==> src/sv/pgf_pkg.sv <==
// Shared types and constants for the process grid factorizer.
// No dependencies; imported by every module of the block.
package pgf_pkg;

   localparam int unsigned COUNT_BITS_DEFAULT = 16;
   localparam int unsigned FIELD_BITS         = 16;

   typedef enum logic [3:0] {
      ST_IDLE,
      ST_LP_CHECK,
      ST_LP_DIV,
      ST_LP_WAIT,
      ST_RATIO_DIV,
      ST_RATIO_WAIT,
      ST_REST_DIV,
      ST_REST_WAIT,
      ST_DOUBLE,
      ST_FINISH
   } state_type;

   typedef enum logic [1:0] {
      AXIS_X,
      AXIS_Y,
      AXIS_Z
   } axis_type;

endpackage

==> src/sv/pgf_divider.sv <==
// Restoring divider, one quotient bit per cycle, shared by the sequencer.
// Depends on pgf_pkg.
module pgf_divider #(
   parameter int unsigned WIDTH = pgf_pkg::COUNT_BITS_DEFAULT
) (
   input  logic             clock,
   input  logic             reset,
   input  logic             start,
   input  logic [WIDTH-1:0] dividend,
   input  logic [WIDTH-1:0] divisor,
   output logic             busy,
   output logic             done,
   output logic [WIDTH-1:0] quotient,
   output logic [WIDTH-1:0] remainder
);
   import pgf_pkg::*;

   localparam int unsigned CNT_BITS = $clog2(WIDTH + 1);

   logic [WIDTH-1:0]    rem_ff, rem_in;
   logic [WIDTH-1:0]    quo_ff, quo_in;
   logic [WIDTH-1:0]    dsr_ff, dsr_in;
   logic [CNT_BITS-1:0] cnt_ff, cnt_in;
   logic                busy_ff, busy_in;
   logic                done_ff, done_in;

   logic [WIDTH:0]      shifted;
   logic [WIDTH:0]      diff;
   logic                fits;

   assign shifted = {rem_ff, quo_ff[WIDTH-1]};
   assign diff    = shifted - {1'b0, dsr_ff};
   assign fits    = shifted >= {1'b0, dsr_ff};

   always_comb begin
      rem_in  = rem_ff;
      quo_in  = quo_ff;
      dsr_in  = dsr_ff;
      cnt_in  = cnt_ff;
      busy_in = busy_ff;
      done_in = 1'b0;
      if (start) begin
         rem_in  = '0;
         quo_in  = dividend;
         dsr_in  = divisor;
         cnt_in  = CNT_BITS'(WIDTH);
         busy_in = 1'b1;
      end else if (busy_ff) begin
         rem_in = fits ? diff[WIDTH-1:0] : shifted[WIDTH-1:0];
         quo_in = {quo_ff[WIDTH-2:0], fits};
         cnt_in = cnt_ff - CNT_BITS'(1);
         if (cnt_ff == CNT_BITS'(1)) begin
            busy_in = 1'b0;
            done_in = 1'b1;
         end
      end
   end

   always_ff @(posedge clock) begin
      if (reset) begin
         busy_ff <= 1'b0;
         done_ff <= 1'b0;
      end else begin
         busy_ff <= busy_in;
         done_ff <= done_in;
      end
      rem_ff <= rem_in;
      quo_ff <= quo_in;
      dsr_ff <= dsr_in;
      cnt_ff <= cnt_in;
   end

   assign busy      = busy_ff;
   assign done      = done_ff;
   assign quotient  = quo_ff;
   assign remainder = rem_ff;

endmodule

==> src/sv/pgf_sort3.sv <==
// Three compare-swap stages that order the block counts largest first.
// Depends on pgf_pkg.
module pgf_sort3 #(
   parameter int unsigned WIDTH = pgf_pkg::COUNT_BITS_DEFAULT
) (
   input  logic [WIDTH-1:0] in_x,
   input  logic [WIDTH-1:0] in_y,
   input  logic [WIDTH-1:0] in_z,
   output logic [WIDTH-1:0] out_x,
   output logic [WIDTH-1:0] out_y,
   output logic [WIDTH-1:0] out_z
);
   import pgf_pkg::*;

   logic [WIDTH-1:0] y1, z1, x2, y2;

   always_comb begin
      // swap y and z
      y1 = (in_z > in_y) ? in_z : in_y;
      z1 = (in_z > in_y) ? in_y : in_z;
      // swap x and y
      x2 = (y1 > in_x) ? y1 : in_x;
      y2 = (y1 > in_x) ? in_x : y1;
      // swap y and z again
      out_x = x2;
      out_y = (z1 > y2) ? z1 : y2;
      out_z = (z1 > y2) ? y2 : z1;
   end

endmodule

==> src/sv/process_grid_factorizer.sv <==
// Process grid factorizer: splits a process count into x, y and z block counts whose
// product is the count, returned largest first. One request is worked at a time; the
// block stalls its input from acceptance until the result is loaded into the output
// register, and the next request may be taken while that result waits. Run time is set by
// the trial division loop on the shared one-bit-per-cycle divider: trial divisors run up
// to the square root of the remaining cofactor, each division that strips a factor is
// followed by another with the same divisor, and a second search runs on the cofactor in
// three dimensions. A count of zero is handled as one.
// Depends on pgf_pkg, pgf_divider, pgf_sort3.
module process_grid_factorizer #(
   parameter int unsigned COUNT_BITS = pgf_pkg::COUNT_BITS_DEFAULT
) (
   input  logic                            clock,
   input  logic                            reset,
   input  logic                            req_valid,
   output logic                            req_stall,
   input  logic [pgf_pkg::FIELD_BITS-1:0]  req_process_count,
   input  logic                            req_two_dimensional,
   output logic                            rsp_valid,
   input  logic                            rsp_stall,
   output logic [pgf_pkg::FIELD_BITS-1:0]  rsp_blocks_x,
   output logic [pgf_pkg::FIELD_BITS-1:0]  rsp_blocks_y,
   output logic [pgf_pkg::FIELD_BITS-1:0]  rsp_blocks_z
);
   import pgf_pkg::*;

   localparam int unsigned D_BITS  = (COUNT_BITS + 1) / 2 + 1;
   localparam int unsigned SQ_BITS = 2 * D_BITS;

   state_type             state_ff, state_in;
   logic [COUNT_BITS-1:0] count_ff, count_in;
   logic                  flat_ff, flat_in;
   logic [COUNT_BITS-1:0] lp_rest_ff, lp_rest_in;
   logic [COUNT_BITS-1:0] lp_best_ff, lp_best_in;
   logic [D_BITS-1:0]     d_ff, d_in;
   logic                  second_ff, second_in;
   logic [COUNT_BITS-1:0] g_ff, g_in;
   logic [COUNT_BITS-1:0] target_ff, target_in;
   logic [COUNT_BITS-1:0] p_ff, p_in;
   logic [COUNT_BITS-1:0] bx_ff, bx_in;
   logic [COUNT_BITS-1:0] by_ff, by_in;
   logic [COUNT_BITS-1:0] bz_ff, bz_in;
   axis_type              axis_ff, axis_in;
   logic                  three_ff, three_in;
   logic                  rsp_valid_ff, rsp_valid_in;
   logic [COUNT_BITS-1:0] rsp_x_ff, rsp_x_in;
   logic [COUNT_BITS-1:0] rsp_y_ff, rsp_y_in;
   logic [COUNT_BITS-1:0] rsp_z_ff, rsp_z_in;

   logic                  accept;
   logic                  slot_free;
   logic [COUNT_BITS-1:0] req_count;
   logic [SQ_BITS-1:0]    d_sq;
   logic                  sq_over;
   logic [COUNT_BITS-1:0] lp_res;
   logic                  lp_is_two;
   logic                  p_short;

   logic                  div_start;
   logic [COUNT_BITS-1:0] div_dividend;
   logic [COUNT_BITS-1:0] div_divisor;
   logic                  div_busy;
   logic                  div_done;
   logic [COUNT_BITS-1:0] div_quo;
   logic [COUNT_BITS-1:0] div_rem;

   logic [COUNT_BITS-1:0] sort_x, sort_y, sort_z;

   pgf_divider #(.WIDTH(COUNT_BITS)) u_divider (
      .clock     (clock),
      .reset     (reset),
      .start     (div_start),
      .dividend  (div_dividend),
      .divisor   (div_divisor),
      .busy      (div_busy),
      .done      (div_done),
      .quotient  (div_quo),
      .remainder (div_rem)
   );

   pgf_sort3 #(.WIDTH(COUNT_BITS)) u_sort3 (
      .in_x  (bx_ff),
      .in_y  (by_ff),
      .in_z  (bz_ff),
      .out_x (sort_x),
      .out_y (sort_y),
      .out_z (sort_z)
   );

   assign accept    = req_valid && !req_stall;
   assign slot_free = !rsp_valid_ff || !rsp_stall;
   assign req_count = COUNT_BITS'(req_process_count);
   assign d_sq      = SQ_BITS'(d_ff) * SQ_BITS'(d_ff);
   assign sq_over   = d_sq > SQ_BITS'(lp_rest_ff);
   // leftover cofactor above one is itself the greatest prime
   assign lp_res    = (lp_rest_ff > COUNT_BITS'(1)) ? lp_rest_ff : lp_best_ff;
   assign lp_is_two = lp_res == COUNT_BITS'(2);
   assign p_short   = p_ff < target_ff;

   // next state
   always_comb begin
      state_in = state_ff;
      unique case (state_ff)
         ST_IDLE: begin
            if (accept) state_in = ST_LP_CHECK;
         end
         ST_LP_CHECK: begin
            if (!sq_over) begin
               state_in = ST_LP_DIV;
            end else if (second_ff) begin
               state_in = lp_is_two ? ST_DOUBLE : ST_REST_DIV;
            end else if (!lp_is_two) begin
               state_in = ST_RATIO_DIV;
            end else begin
               state_in = flat_ff ? ST_FINISH : ST_DOUBLE;
            end
         end
         ST_LP_DIV: begin
            state_in = ST_LP_WAIT;
         end
         ST_LP_WAIT: begin
            if (div_done) state_in = (div_rem == '0) ? ST_LP_DIV : ST_LP_CHECK;
         end
         ST_RATIO_DIV: begin
            state_in = ST_RATIO_WAIT;
         end
         ST_RATIO_WAIT: begin
            if (div_done) state_in = flat_ff ? ST_FINISH : ST_LP_CHECK;
         end
         ST_REST_DIV: begin
            state_in = ST_REST_WAIT;
         end
         ST_REST_WAIT: begin
            if (div_done) state_in = ST_FINISH;
         end
         ST_DOUBLE: begin
            if (!p_short) state_in = ST_FINISH;
         end
         ST_FINISH: begin
            if (slot_free) state_in = ST_IDLE;
         end
         default: state_in = ST_IDLE;
      endcase
   end

   // sequencer outputs
   always_comb begin
      req_stall    = state_ff != ST_IDLE;
      div_start    = 1'b0;
      div_dividend = '0;
      div_divisor  = '0;
      unique case (state_ff)
         ST_LP_DIV: begin
            div_start    = 1'b1;
            div_dividend = lp_rest_ff;
            div_divisor  = COUNT_BITS'(d_ff);
         end
         ST_RATIO_DIV: begin
            div_start    = 1'b1;
            div_dividend = count_ff;
            div_divisor  = g_ff;
         end
         ST_REST_DIV: begin
            div_start    = 1'b1;
            div_dividend = target_ff;
            div_divisor  = by_ff;
         end
         default: begin
            div_start = 1'b0;
         end
      endcase
   end

   // datapath
   always_comb begin
      count_in     = count_ff;
      flat_in      = flat_ff;
      lp_rest_in   = lp_rest_ff;
      lp_best_in   = lp_best_ff;
      d_in         = d_ff;
      second_in    = second_ff;
      g_in         = g_ff;
      target_in    = target_ff;
      p_in         = p_ff;
      bx_in        = bx_ff;
      by_in        = by_ff;
      bz_in        = bz_ff;
      axis_in      = axis_ff;
      three_in     = three_ff;
      rsp_valid_in = rsp_valid_ff;
      rsp_x_in     = rsp_x_ff;
      rsp_y_in     = rsp_y_ff;
      rsp_z_in     = rsp_z_ff;

      if (rsp_valid_ff && !rsp_stall) rsp_valid_in = 1'b0;

      unique case (state_ff)
         ST_IDLE: begin
            if (accept) begin
               count_in   = (req_count == '0) ? COUNT_BITS'(1) : req_count;
               lp_rest_in = (req_count == '0) ? COUNT_BITS'(1) : req_count;
               flat_in    = req_two_dimensional;
               lp_best_in = COUNT_BITS'(1);
               d_in       = D_BITS'(2);
               second_in  = 1'b0;
            end
         end
         ST_LP_CHECK: begin
            if (sq_over) begin
               if (!second_ff) begin
                  g_in = lp_res;
                  if (lp_is_two) begin
                     if (flat_ff) begin
                        bx_in = COUNT_BITS'(2);
                        by_in = count_ff >> 1;
                        bz_in = COUNT_BITS'(1);
                     end else begin
                        bx_in     = COUNT_BITS'(1);
                        by_in     = COUNT_BITS'(1);
                        bz_in     = COUNT_BITS'(1);
                        p_in      = COUNT_BITS'(1);
                        target_in = count_ff;
                        axis_in   = AXIS_X;
                        three_in  = 1'b1;
                     end
                  end
               end else if (!lp_is_two) begin
                  by_in = lp_res;
               end else begin
                  // cofactor is a power of two: double y and z in turn
                  by_in    = COUNT_BITS'(1);
                  bz_in    = COUNT_BITS'(1);
                  p_in     = COUNT_BITS'(1);
                  axis_in  = AXIS_Y;
                  three_in = 1'b0;
               end
            end
         end
         ST_LP_WAIT: begin
            if (div_done) begin
               if (div_rem == '0) begin
                  lp_best_in = COUNT_BITS'(d_ff);
                  lp_rest_in = div_quo;
               end else begin
                  d_in = d_ff + D_BITS'(1);
               end
            end
         end
         ST_RATIO_WAIT: begin
            if (div_done) begin
               bx_in     = g_ff;
               target_in = div_quo;
               if (flat_ff) begin
                  by_in = div_quo;
                  bz_in = COUNT_BITS'(1);
               end else begin
                  lp_rest_in = div_quo;
                  lp_best_in = COUNT_BITS'(1);
                  d_in       = D_BITS'(2);
                  second_in  = 1'b1;
               end
            end
         end
         ST_REST_WAIT: begin
            if (div_done) bz_in = div_quo;
         end
         ST_DOUBLE: begin
            if (p_short) begin
               p_in = p_ff << 1;
               unique case (axis_ff)
                  AXIS_X: begin
                     bx_in   = bx_ff << 1;
                     axis_in = AXIS_Y;
                  end
                  AXIS_Y: begin
                     by_in   = by_ff << 1;
                     axis_in = AXIS_Z;
                  end
                  AXIS_Z: begin
                     bz_in   = bz_ff << 1;
                     axis_in = three_ff ? AXIS_X : AXIS_Y;
                  end
                  default: begin
                     axis_in = AXIS_X;
                  end
               endcase
            end
         end
         ST_FINISH: begin
            if (slot_free) begin
               rsp_valid_in = 1'b1;
               rsp_x_in     = sort_x;
               rsp_y_in     = sort_y;
               rsp_z_in     = sort_z;
            end
         end
         default: begin
         end
      endcase
   end

   always_ff @(posedge clock) begin
      if (reset) begin
         state_ff     <= ST_IDLE;
         rsp_valid_ff <= 1'b0;
      end else begin
         state_ff     <= state_in;
         rsp_valid_ff <= rsp_valid_in;
      end
      count_ff   <= count_in;
      flat_ff    <= flat_in;
      lp_rest_ff <= lp_rest_in;
      lp_best_ff <= lp_best_in;
      d_ff       <= d_in;
      second_ff  <= second_in;
      g_ff       <= g_in;
      target_ff  <= target_in;
      p_ff       <= p_in;
      bx_ff      <= bx_in;
      by_ff      <= by_in;
      bz_ff      <= bz_in;
      axis_ff    <= axis_in;
      three_ff   <= three_in;
      rsp_x_ff   <= rsp_x_in;
      rsp_y_ff   <= rsp_y_in;
      rsp_z_ff   <= rsp_z_in;
   end

   assign rsp_valid    = rsp_valid_ff;
   assign rsp_blocks_x = FIELD_BITS'(rsp_x_ff);
   assign rsp_blocks_y = FIELD_BITS'(rsp_y_ff);
   assign rsp_blocks_z = FIELD_BITS'(rsp_z_ff);

   a_accept_starts_search: assert property (@(posedge clock) disable iff (reset)
      accept |=> state_ff == ST_LP_CHECK)
      else $error("accepted request did not start the prime search");

   a_div_start_idle: assert property (@(posedge clock) disable iff (reset)
      div_start |-> !div_busy)
      else $error("divider restarted while busy");

   a_double_bounded: assert property (@(posedge clock) disable iff (reset)
      state_ff == ST_DOUBLE |-> p_ff <= target_ff)
      else $error("doubling product overran its target");

   a_rsp_sorted: assert property (@(posedge clock) disable iff (reset)
      $rose(rsp_valid_ff) |-> (rsp_x_ff >= rsp_y_ff) && (rsp_y_ff >= rsp_z_ff))
      else $error("block counts not in descending order");

endmodule
==> config.mk <==
export PLATFORM = sky130hd
export DESIGN_NAME = process_grid_factorizer
export DESIGN_NICKNAME = d
export VERILOG_FILES = /design/src/sv/pgf_pkg.sv /design/src/sv/pgf_divider.sv /design/src/sv/pgf_sort3.sv /design/src/sv/process_grid_factorizer.sv
export SDC_FILE = /design/constraint.sdc
export NUM_CORES = 1
export LEC_CHECK = 0
export ABC_AREA = 1
export BUFFER_PORTS_ARGS = -buffer_cell sky130_fd_sc_hd__buf_2
export CAP_MARGIN = 10
export CORE_ASPECT_RATIO = 1.2
export CORE_MARGIN = 5
export CORE_UTILIZATION = 33
export CTS_CLUSTER_SIZE = 20
export DETAILED_ROUTE_END_ITERATION = 16
export GPL_TIMING_DRIVEN = 1
export SLEW_MARGIN = 0
export SYNTH_ARGS = -nofsm -noshare
export SYNTH_HDL_FRONTEND = slang
export SYNTH_SLANG_ARGS = --single-unit
==> constraint.sdc <==
create_clock -name clock -period 14.33 [get_ports clock]
set_clock_uncertainty 0.1 [all_clocks]
set_input_delay 1.433 -clock clock [delete_from_list [all_inputs] [get_ports clock]]
set_output_delay 1.433 -clock clock [all_outputs]
set_load 0.02 [all_outputs]
==> results.md, run 1 <==
- CP Max Fanout: 64
- Antenna viol nets, final: 0
- # H-tree levels: 1
- Seq. cell area: 0.00750 mm²
- Synth area leader: edfxtp_1
- Synth Cell Area: 0.0170 mm²
- CP peak stage delay: 0.74 ns
- Relative slew slack: 0.336
- Post-Syn Instances: 1,936
- Synth top area cells: edfxtp_1 41%, nand2_1 11%, ha_1 9.7%
- FF+latch count, synth: 259
- CTS clk-pin slew, worst paths: 0.06 ns
- Initial antenna violation count: 0
- Commonest cells after routing, fill and taps aside: 517 x nand2_1, 287 x inv_1, 231 x edfxtp_1, 132 x ha_1, 92 x nor2_1
- Critical path class: flip-flop to flip-flop
- First-pass GRT wire length: 76.2 mm
- Max-cap viol count: 0
- DP HPWL: 39.4 mm
- Cell mode on critical path: nand2_1
- Drt pass-1 iters: 5
- Worst slack, placed: 7.46 ns
- Clk_lat worst skew: 0.58 ns
- Fraction of registers with async set/reset: 0
- Slew Viols, Final: 0
- Crit share post-route: 0.481
- Routed wire length: 49.8 mm
- CTS tree: done
- Via-to-Cell Ratio: 5.15
- Final core occ: 0.369
- Seq/Total Area, Yosys: 0.442
- Setup Viol. Count Final: 0
- Antenna cells: 0
- Fillers: 5,244
- Post-CTS resize count: 0
- Final hold violations: 0
- Starting Density: 0.332
- Post-CTS Hold Fix Bufs: 0
- Post-synth EDFFs: 231
- Via count: 13,603
- DR WL/cell: 18.9 µm
- Cell variety after synth: 62
- Row count: 91
- Critical-path top delay cell: o21ai_1
- Total gr overflow: 0
- Multi-input gate area: 0.00795 mm²
- Max clock buf depth: 3
- CP Launch Type: flip-flop
- RSZ-0062 raised after global routing: false
- Total negative slack: 0 ns
- Post-layout net count: 2,158
- WP data arrival: 7.11 ns
- Worst slew pin tran: 0.993 ns
- Syn. warnings: 0
- Gr usage total: 0.173
- DIE HEIGHT: 258 µm
- Commonest non-fill, non-tap cell in the layout: nand2_1
- Die Wd: 217 µm
- Pin count of the biggest net entering global routing: 65
- CTS Buf Count: 29
- Worst Setup End Kind: flip-flop
- CTS Root Buffer Type: clkbuf_16
- Hold WC Path Type: flip-flop to flip-flop
- P&R area growth vs syn: 11.4%
- Syn nets: 2,125
- Layout cells sized above 1: 0.103
- I/O pin cnt: 71
- Post-route worst setup slack: 7.44 ns
- Vias in the first global route: 13,237
- Initial DRC count: 1,074
- Top cell type's share of synthesized area: 0.409
- DRC viols: 0
- Synth Flop Type: edfxtp_1
- Final RePlAce weighted congestion: 0.958
- CP bufs+invs: 6
- CTS sink cnt: 259
- Mean Syn Cell Area: 8.76 µm²
- Top delay family on crit path: simple AND/OR/NAND/NOR gates
- Core area: 0.0511 mm²
- I/O Buffers: 70
- Worst EP required: 14.55 ns
- Max frequency: 0.145 GHz
- Setup Fix Bufs, Post-CTS: 0
- Status: complete, no violations
- Min Tclk post-route: 6.89 ns
- Die Area: 0.0560 mm²
[cell usage after synthesis, drive strengths merged, types with 25 or more instances]
master	instances
o22ai	31
nand2	527
a21oi	75
nor2	112
ha	132
fa	36
edfxtp	231
dfxtp	28
clkbuf	56
nand3	74
buf	27
o221ai	25
o21ai	100
inv	311
[worst reg2reg max path: cells and delay by family, from the launching register on]
kind	cells	cell delay [ns]
buffers and inverters	6	1.37
adders and majority gates	3	0.94
AOI/OAI and AO/OA	4	1.12
and+or+nand+nor	15	2.58
DFF	1	0.48
[final cells by class]
cell class                 instances  share of cell area
tap                              651              0.0431
multi-input combinational       1282               0.421
timing repair buffer              85              0.0245
inverter                         312              0.0620
clock inverter                    19              0.0105
sequential                       259               0.397
clock buffer                      34              0.0416
[cells by family (layout without fill, tap and decap cells)]
| family | after synthesis | in the layout | share of synthesized area |
|---|---|---|---|
| buf+inv | 395 | 450 | 0.0900 |
| xor+xnor | 31 | 31 | 0.0160 |
| fa+ha+maj | 168 | 168 | 0.140 |
| compound gates | 316 | 316 | 0.119 |
| flops | 259 | 259 | 0.442 |
| simple gates | 767 | 767 | 0.193 |
[through the flow]
stage,hold WS (ns),cells,instance area (µm²)
finish,0.391,2642,18900
global route,0.414,2642,18900
CTS,0.390,2642,18900
detailed placement,0.382,2589,17900
global placement,0.370,2589,17900
floorplan,0.350,1936,17000
[worst paths after layout]
check                                    from                                to  slack (ns)  cells after the start
min reg2reg  u_divider.cnt_ff[2]$_SDFFE_PN0P_  u_divider.cnt_ff[2]$_SDFFE_PN0P_        0.39                      2
max                       bz_ff[14]$_DFFE_PP_         rsp_blocks_y[0]$_DFFE_PP_        7.44                     28
min          u_divider.cnt_ff[2]$_SDFFE_PN0P_  u_divider.cnt_ff[2]$_SDFFE_PN0P_        0.39                      2
max reg2reg               bz_ff[14]$_DFFE_PP_         rsp_blocks_y[0]$_DFFE_PP_        7.44                     28
[routing by layer]
metal,up-vias,wire [µm],track usage
met2,458,23800,0.296
met1,6467,20500,0.219
li1,6566,-,-
met5,-,0,0
met3,112,3020,0.0243
met4,0,2550,0.0755
Power of run 1 is not shown: default switching activity piles up to over one toggle a cycle in this logic, so the estimate is an artifact.
==> run 2, diff against run 1 <==
==> constraint.sdc (replaced) <==
create_clock -name clock -period 6 [get_ports clock]
set_clock_uncertainty 0.1 [all_clocks]
set_input_delay 0.6 -clock clock [delete_from_list [all_inputs] [get_ports clock]]
set_output_delay 0.6 -clock clock [all_outputs]
set_load 0.02 [all_outputs]
==> results.md, run 2 (synthesis gave the netlist of run 1 again) <==
- Status: complete, no violations
- Slew Viols, Final: 0 (unchanged)
- Max clock buf depth: 3 (unchanged)
- Pin count of the biggest net entering global routing: 49 (-25%)
- CTS Buf Count: 30 (+3.4%)
- CTS tree: done
- Worst Reg-to-Reg Cells: 30 (+7.1%)
- DP HPWL: 40.5 mm (+2.9%)
- DR WL/cell: 19.0 µm (+0.52%)
- Commonest cells after routing, fill and taps aside: 498 x nand2_1, 281 x inv_1, 231 x edfxtp_1, 125 x ha_1, 89 x nor2_1
- WP data arrival: 6.02 ns (-1.09 ns)
- CP peak stage delay: 0.52 ns (-0.22 ns)
- Via count: 13,988 (+2.8%)
- Total gr overflow: 0 (unchanged)
- CTS Root Buffer Type: clkbuf_16
- P&R area growth vs syn: 16.8%
- Worst Setup End Kind: flip-flop
- Hold Path End: flat_ff$_DFFE_PP_
- Max frequency: 0.171 GHz (+18%)
- I/O pin cnt: 71 (unchanged)
- Commonest non-fill, non-tap cell in the layout: nand2_1
- Min Tclk post-route: 5.84 ns (-1.05 ns)
- Final core occ: 0.387 (+0.0177)
- CP Launch Type: flip-flop
- Post-CTS Hold Fix Bufs: 0 (unchanged)
- Fillers: 5,104 (-2.7%)
- Vias in the first global route: 13,622 (+2.9%)
- Die Wd: 217 µm (unchanged)
- Via-to-Cell Ratio: 5.15 (about the same)
- Worst slew pin tran: 1.16 ns (+0.165 ns)
- Cell mode on critical path: nand2_2
- RSZ-0062 raised after global routing: true
- Critical path class: flip-flop to flip-flop
- Worst EP required: 6.17 ns (-8.38 ns)
- Worst R2R Setup Slack: 0.16 ns (-7.28 ns)
- Row count: 91 (unchanged)
- Antenna cells: 0 (unchanged)
- Post-layout net count: 2,229 (+3.3%)
- Total negative slack: 0 ns (unchanged)
- R2r endpoint: bx_ff[15]$_DFFE_PP_
- Core area: 0.0511 mm² (unchanged)
- Layout cells sized above 1: 0.156 (+0.0526)
- Relative slew slack: 0.225 (-0.111)
- Starting Density: 0.332 (unchanged)
- Die Area: 0.0560 mm² (unchanged)
- Hold-critical path depth: 1 (-1)
- Clk_lat worst skew: 0.57 ns (about the same)
- First-pass GRT wire length: 77.9 mm (+2.3%)
- I/O Buffers: 70 (unchanged)
- Hold WC Path Type: primary input to flip-flop
- Gr usage total: 0.176 (+0.00345)
- Critical-path top delay cell: fa_1
- Hold Path Origin: req_two_dimensional
- Final RePlAce weighted congestion: 0.946 (-1.2%)
- DRC viols: 0 (unchanged)
- CTS clk-pin slew, worst paths: 0.06 ns (about the same)
- CTS sink cnt: 259 (unchanged)
- Final hold violations: 0 (unchanged)
- CP Max Fanout: 8 (-88%)
- DIE HEIGHT: 258 µm (unchanged)
- Reg2reg start: d_ff[2]$_SDFFCE_PP0P_
- Routed wire length: 51.5 mm (+3.3%)
- Initial DRC count: 1,131 (+5.3%)
- Antenna viol nets, final: 0 (unchanged)
- Max-cap viol count: 0 (unchanged)
- # H-tree levels: 1 (unchanged)
- Initial antenna violation count: 0 (unchanged)
- Crit share post-route: 0.973 (+0.493)
- Setup Viol. Count Final: 0 (unchanged)
- Drt pass-1 iters: 5 (unchanged)
==> run 2: stage by stage <==
step / setup slack, ns / instances / instance area (µm²) / hold slack (ns)
after floorplan: 0.0191 / 1936 / 17000 / 0.350
after global placement: 0.0552 / 2641 / 18400 / 0.366
after detailed placement: 0.0524 / 2641 / 18400 / 0.379
after CTS: 0.0252 / 2697 / 19500 / 0.0911
after global routing: -0.117 / 2715 / 19800 / 0.107
final: 0.159 / 2715 / 19800 / 0.115
==> run 2: worst max-delay path by stage <==
stage,start,endpoint,cells after the start
floorplan,d_ff[2]$_SDFFCE_PP0P_,bx_ff[0]$_DFFE_PP_,31
global placement,d_ff[1]$_SDFFCE_PP1P_,bx_ff[4]$_DFFE_PP_,33
detailed placement,d_ff[5]$_SDFFCE_PP0P_,bx_ff[4]$_DFFE_PP_,31
CTS,d_ff[5]$_SDFFCE_PP0P_,bx_ff[4]$_DFFE_PP_,31
global route,d_ff[2]$_SDFFCE_PP0P_,bx_ff[10]$_DFFE_PP_,30
finish,d_ff[2]$_SDFFCE_PP0P_,bx_ff[15]$_DFFE_PP_,30
==> run 2: layer usage <==
layer | GRT usage | routed length [µm] | up-vias
li1 | - | - | 6707
met2 | 0.312 | 25300 | 449
met4 | 0.0676 | 2100 | 0
met5 | 0 | 0 | -
met3 | 0.0199 | 2720 | 103
met1 | 0.222 | 21300 | 6729
==> run 2: what timing repair did <==
item	in CTS	in global routing
setup buffers	0	16
gates resized for setup	0	51
hold endpoints to repair	0	0
endpoints found under the setup margin	0	130
==> run 2: worst max-delay path, delay by kind of cell (launching register included) <==
kind	cells	cell delay, ns
adder cells (fa/ha/maj)	6	2.26
AND/OR/NAND/NOR	16	1.35
buffers and inverters	4	0.52
flip-flops	1	0.50
AO/OA/AOI/OAI	2	0.44
XOR/XNOR	2	0.36
==> run 2: cell type report <==
cell class	instances	area, µm²	share of cell area
multi-input combinational	1283	8180	0.413
sequential	259	7500	0.379
inverter	312	1170	0.0593
timing repair buffer	154	1100	0.0558
clock buffer	36	815	0.0412
tap	651	815	0.0412
clock inverter	20	211	0.0107
Power of run 2 is left out for the same reason.
==> run 3, diff against run 2 <==
==> constraint.sdc (replaced) <==
create_clock -name clock -period 7.4 [get_ports clock]
set_clock_uncertainty 0.1 [all_clocks]
set_input_delay 0.74 -clock clock [delete_from_list [all_inputs] [get_ports clock]]
set_output_delay 0.74 -clock clock [all_outputs]
set_load 0.02 [all_outputs]
==> results.md, run 3 (synthesis gave the netlist of run 1 again) <==
- Status: complete, no violations
- Fillers: 5,106 (+0.039%)
- Slew Viols, Final: 0 (unchanged)
- DIE HEIGHT: 258 µm (unchanged)
- Max clock buf depth: 3 (unchanged)
- Pin count of the biggest net entering global routing: 54 (+10%)
- Non-Filler Instances: 2,643 (-2.7%)
- P&R area growth vs syn: 11.1%
- DRC viols: 0 (unchanged)
- WP data arrival: 6.76 ns (+0.74 ns)
- Layout cells sized above 1: 0.101 (-0.0541)
- Relative slew slack: 0.192 (-0.0331)
- Top delay family on crit path: adder cells
- Row count: 91 (unchanged)
- Total negative slack: 0 ns (unchanged)
- Routed wire length: 50.0 mm (-2.8%)
- Antenna viol nets, final: 0 (unchanged)
- Gr usage total: 0.174 (-0.00206)
- CP Launch Type: flip-flop
- DP HPWL: 39.0 mm (-3.7%)
- Post-CTS Hold Fix Bufs: 0 (unchanged)
- Final RePlAce weighted congestion: 0.962 (+1.6%)
- Min Tclk post-route: 6.60 ns (+0.762 ns)
- Total gr overflow: 0 (unchanged)
- Initial antenna violation count: 1 (+1)
- Cell mode on critical path: nand2_1
- Initial DRC count: 1,109 (-1.9%)
- Met3 Usage GRT: 0.0183 (-0.00152)
- CP peak stage delay: 0.71 ns (+0.19 ns)
- Crit share post-route: 0.892 (-0.0813)
- Placed Cells: 2,591 (-1.9%)
- Core area: 0.0511 mm² (unchanged)
- CTS Root Buffer Type: clkbuf_16
- CTS tree: done
- Hold WC Path Type: primary input to flip-flop
- Worst EP required: 7.55 ns (+1.38 ns)
- Antenna cells: 0 (unchanged)
- # H-tree levels: 1 (unchanged)
- Die Wd: 217 µm (unchanged)
- Post-CTS resize count: 0 (unchanged)
- I/O pin cnt: 71 (unchanged)
- Worst Setup End Kind: flip-flop
- Commonest non-fill, non-tap cell in the layout: nand2_1
- Clk_lat worst skew: 0.58 ns (about the same)
- Drt pass-1 iters: 5 (unchanged)
- Max frequency: 0.151 GHz (-12%)
- Met2 GRT Util: 0.299 (-0.0124)
- Via count: 13,656 (-2.4%)
- CTS sink cnt: 259 (unchanged)
- First-pass GRT wire length: 77.3 mm (-0.85%)
- Critical-path top delay cell: edfxtp_1
- Max-cap viol count: 0 (unchanged)
- CTS Buf Count: 29 (-3.3%)
- CP bufs+invs: 5 (+1)
- Final hold violations: 0 (unchanged)
- Busiest grt layer: met2
- Die Area: 0.0560 mm² (unchanged)
- Setup Viol. Count Final: 0 (unchanged)
- Grt met1 use: 0.226 (+0.00470)
- I/O Buffers: 70 (unchanged)
- Post-layout net count: 2,160 (-3.1%)
- CP Max Fanout: 16 (+8)
- CTS clk-pin slew, worst paths: 0.06 ns (about the same)
- Setup Fix Bufs, Post-CTS: 0 (unchanged)
- Starting Density: 0.332 (unchanged)
- Worst R2R Setup Slack: 0.80 ns (+0.64 ns)
- Critical path class: flip-flop to flip-flop
- Commonest cells after routing, fill and taps aside: 517 x nand2_1, 287 x inv_1, 231 x edfxtp_1, 132 x ha_1, 93 x nor2_1
- RSZ-0062 raised after global routing: false
- Via-to-Cell Ratio: 5.17 (+0.29%)
- DR WL/cell: 18.9 µm (-0.12%)
- Worst slew pin tran: 1.21 ns (+0.0495 ns)
- Vias in the first global route: 13,476 (-1.1%)
## run 3: cell type report
type                    count  area (µm²)  area share
inverters                 312        1170      0.0622
multi-input cells        1282        7950       0.422
repair buffers             87         478      0.0254
clock buffers              38         790      0.0419
well taps                 651         815      0.0433
clock inverters            14         125     0.00665
flip-flops and latches    259        7500       0.398
## run 3: worst register-to-register path: cells and delay by family (launching register included)
family	cells	cell delay, ns
compound gates	1	0.26
xor+xnor	1	0.16
fa+ha+maj	6	2.82
flops	1	0.71
buf+inv	5	0.47
simple gates	18	1.74
## run 3: routing by layer
metal | wire, µm | vias to the layer above
met1 | 20600 | 6473
met2 | 23900 | 505
met5 | 0 | -
li1 | - | 6578
met4 | 2120 | 0
met3 | 3430 | 100
## run 3: path summary, 6_finish.rpt
check                                   start                               end  cells after the start
max reg2reg             d_ff[6]$_SDFFCE_PP0P_               bx_ff[14]$_DFFE_PP_                     31
min                       req_two_dimensional                 flat_ff$_DFFE_PP_                      1
min reg2reg  u_divider.cnt_ff[2]$_SDFFE_PN0P_  u_divider.cnt_ff[2]$_SDFFE_PN0P_                      2
max                     d_ff[6]$_SDFFCE_PP0P_               bx_ff[14]$_DFFE_PP_                     31
## run 3: stage by stage
step,hold WS (ns),util,cell area [µm²],setup WS [ns]
after floorplan,0.350,-,17000,0.504
after global placement,0.366,0.350,17900,0.839
after detailed placement,0.376,0.350,17900,0.792
after CTS,0.240,0.368,18800,0.771
after global routing,0.249,0.368,18800,0.235
final,0.265,0.368,18800,0.798
Power of run 3 is left out for the same reason.
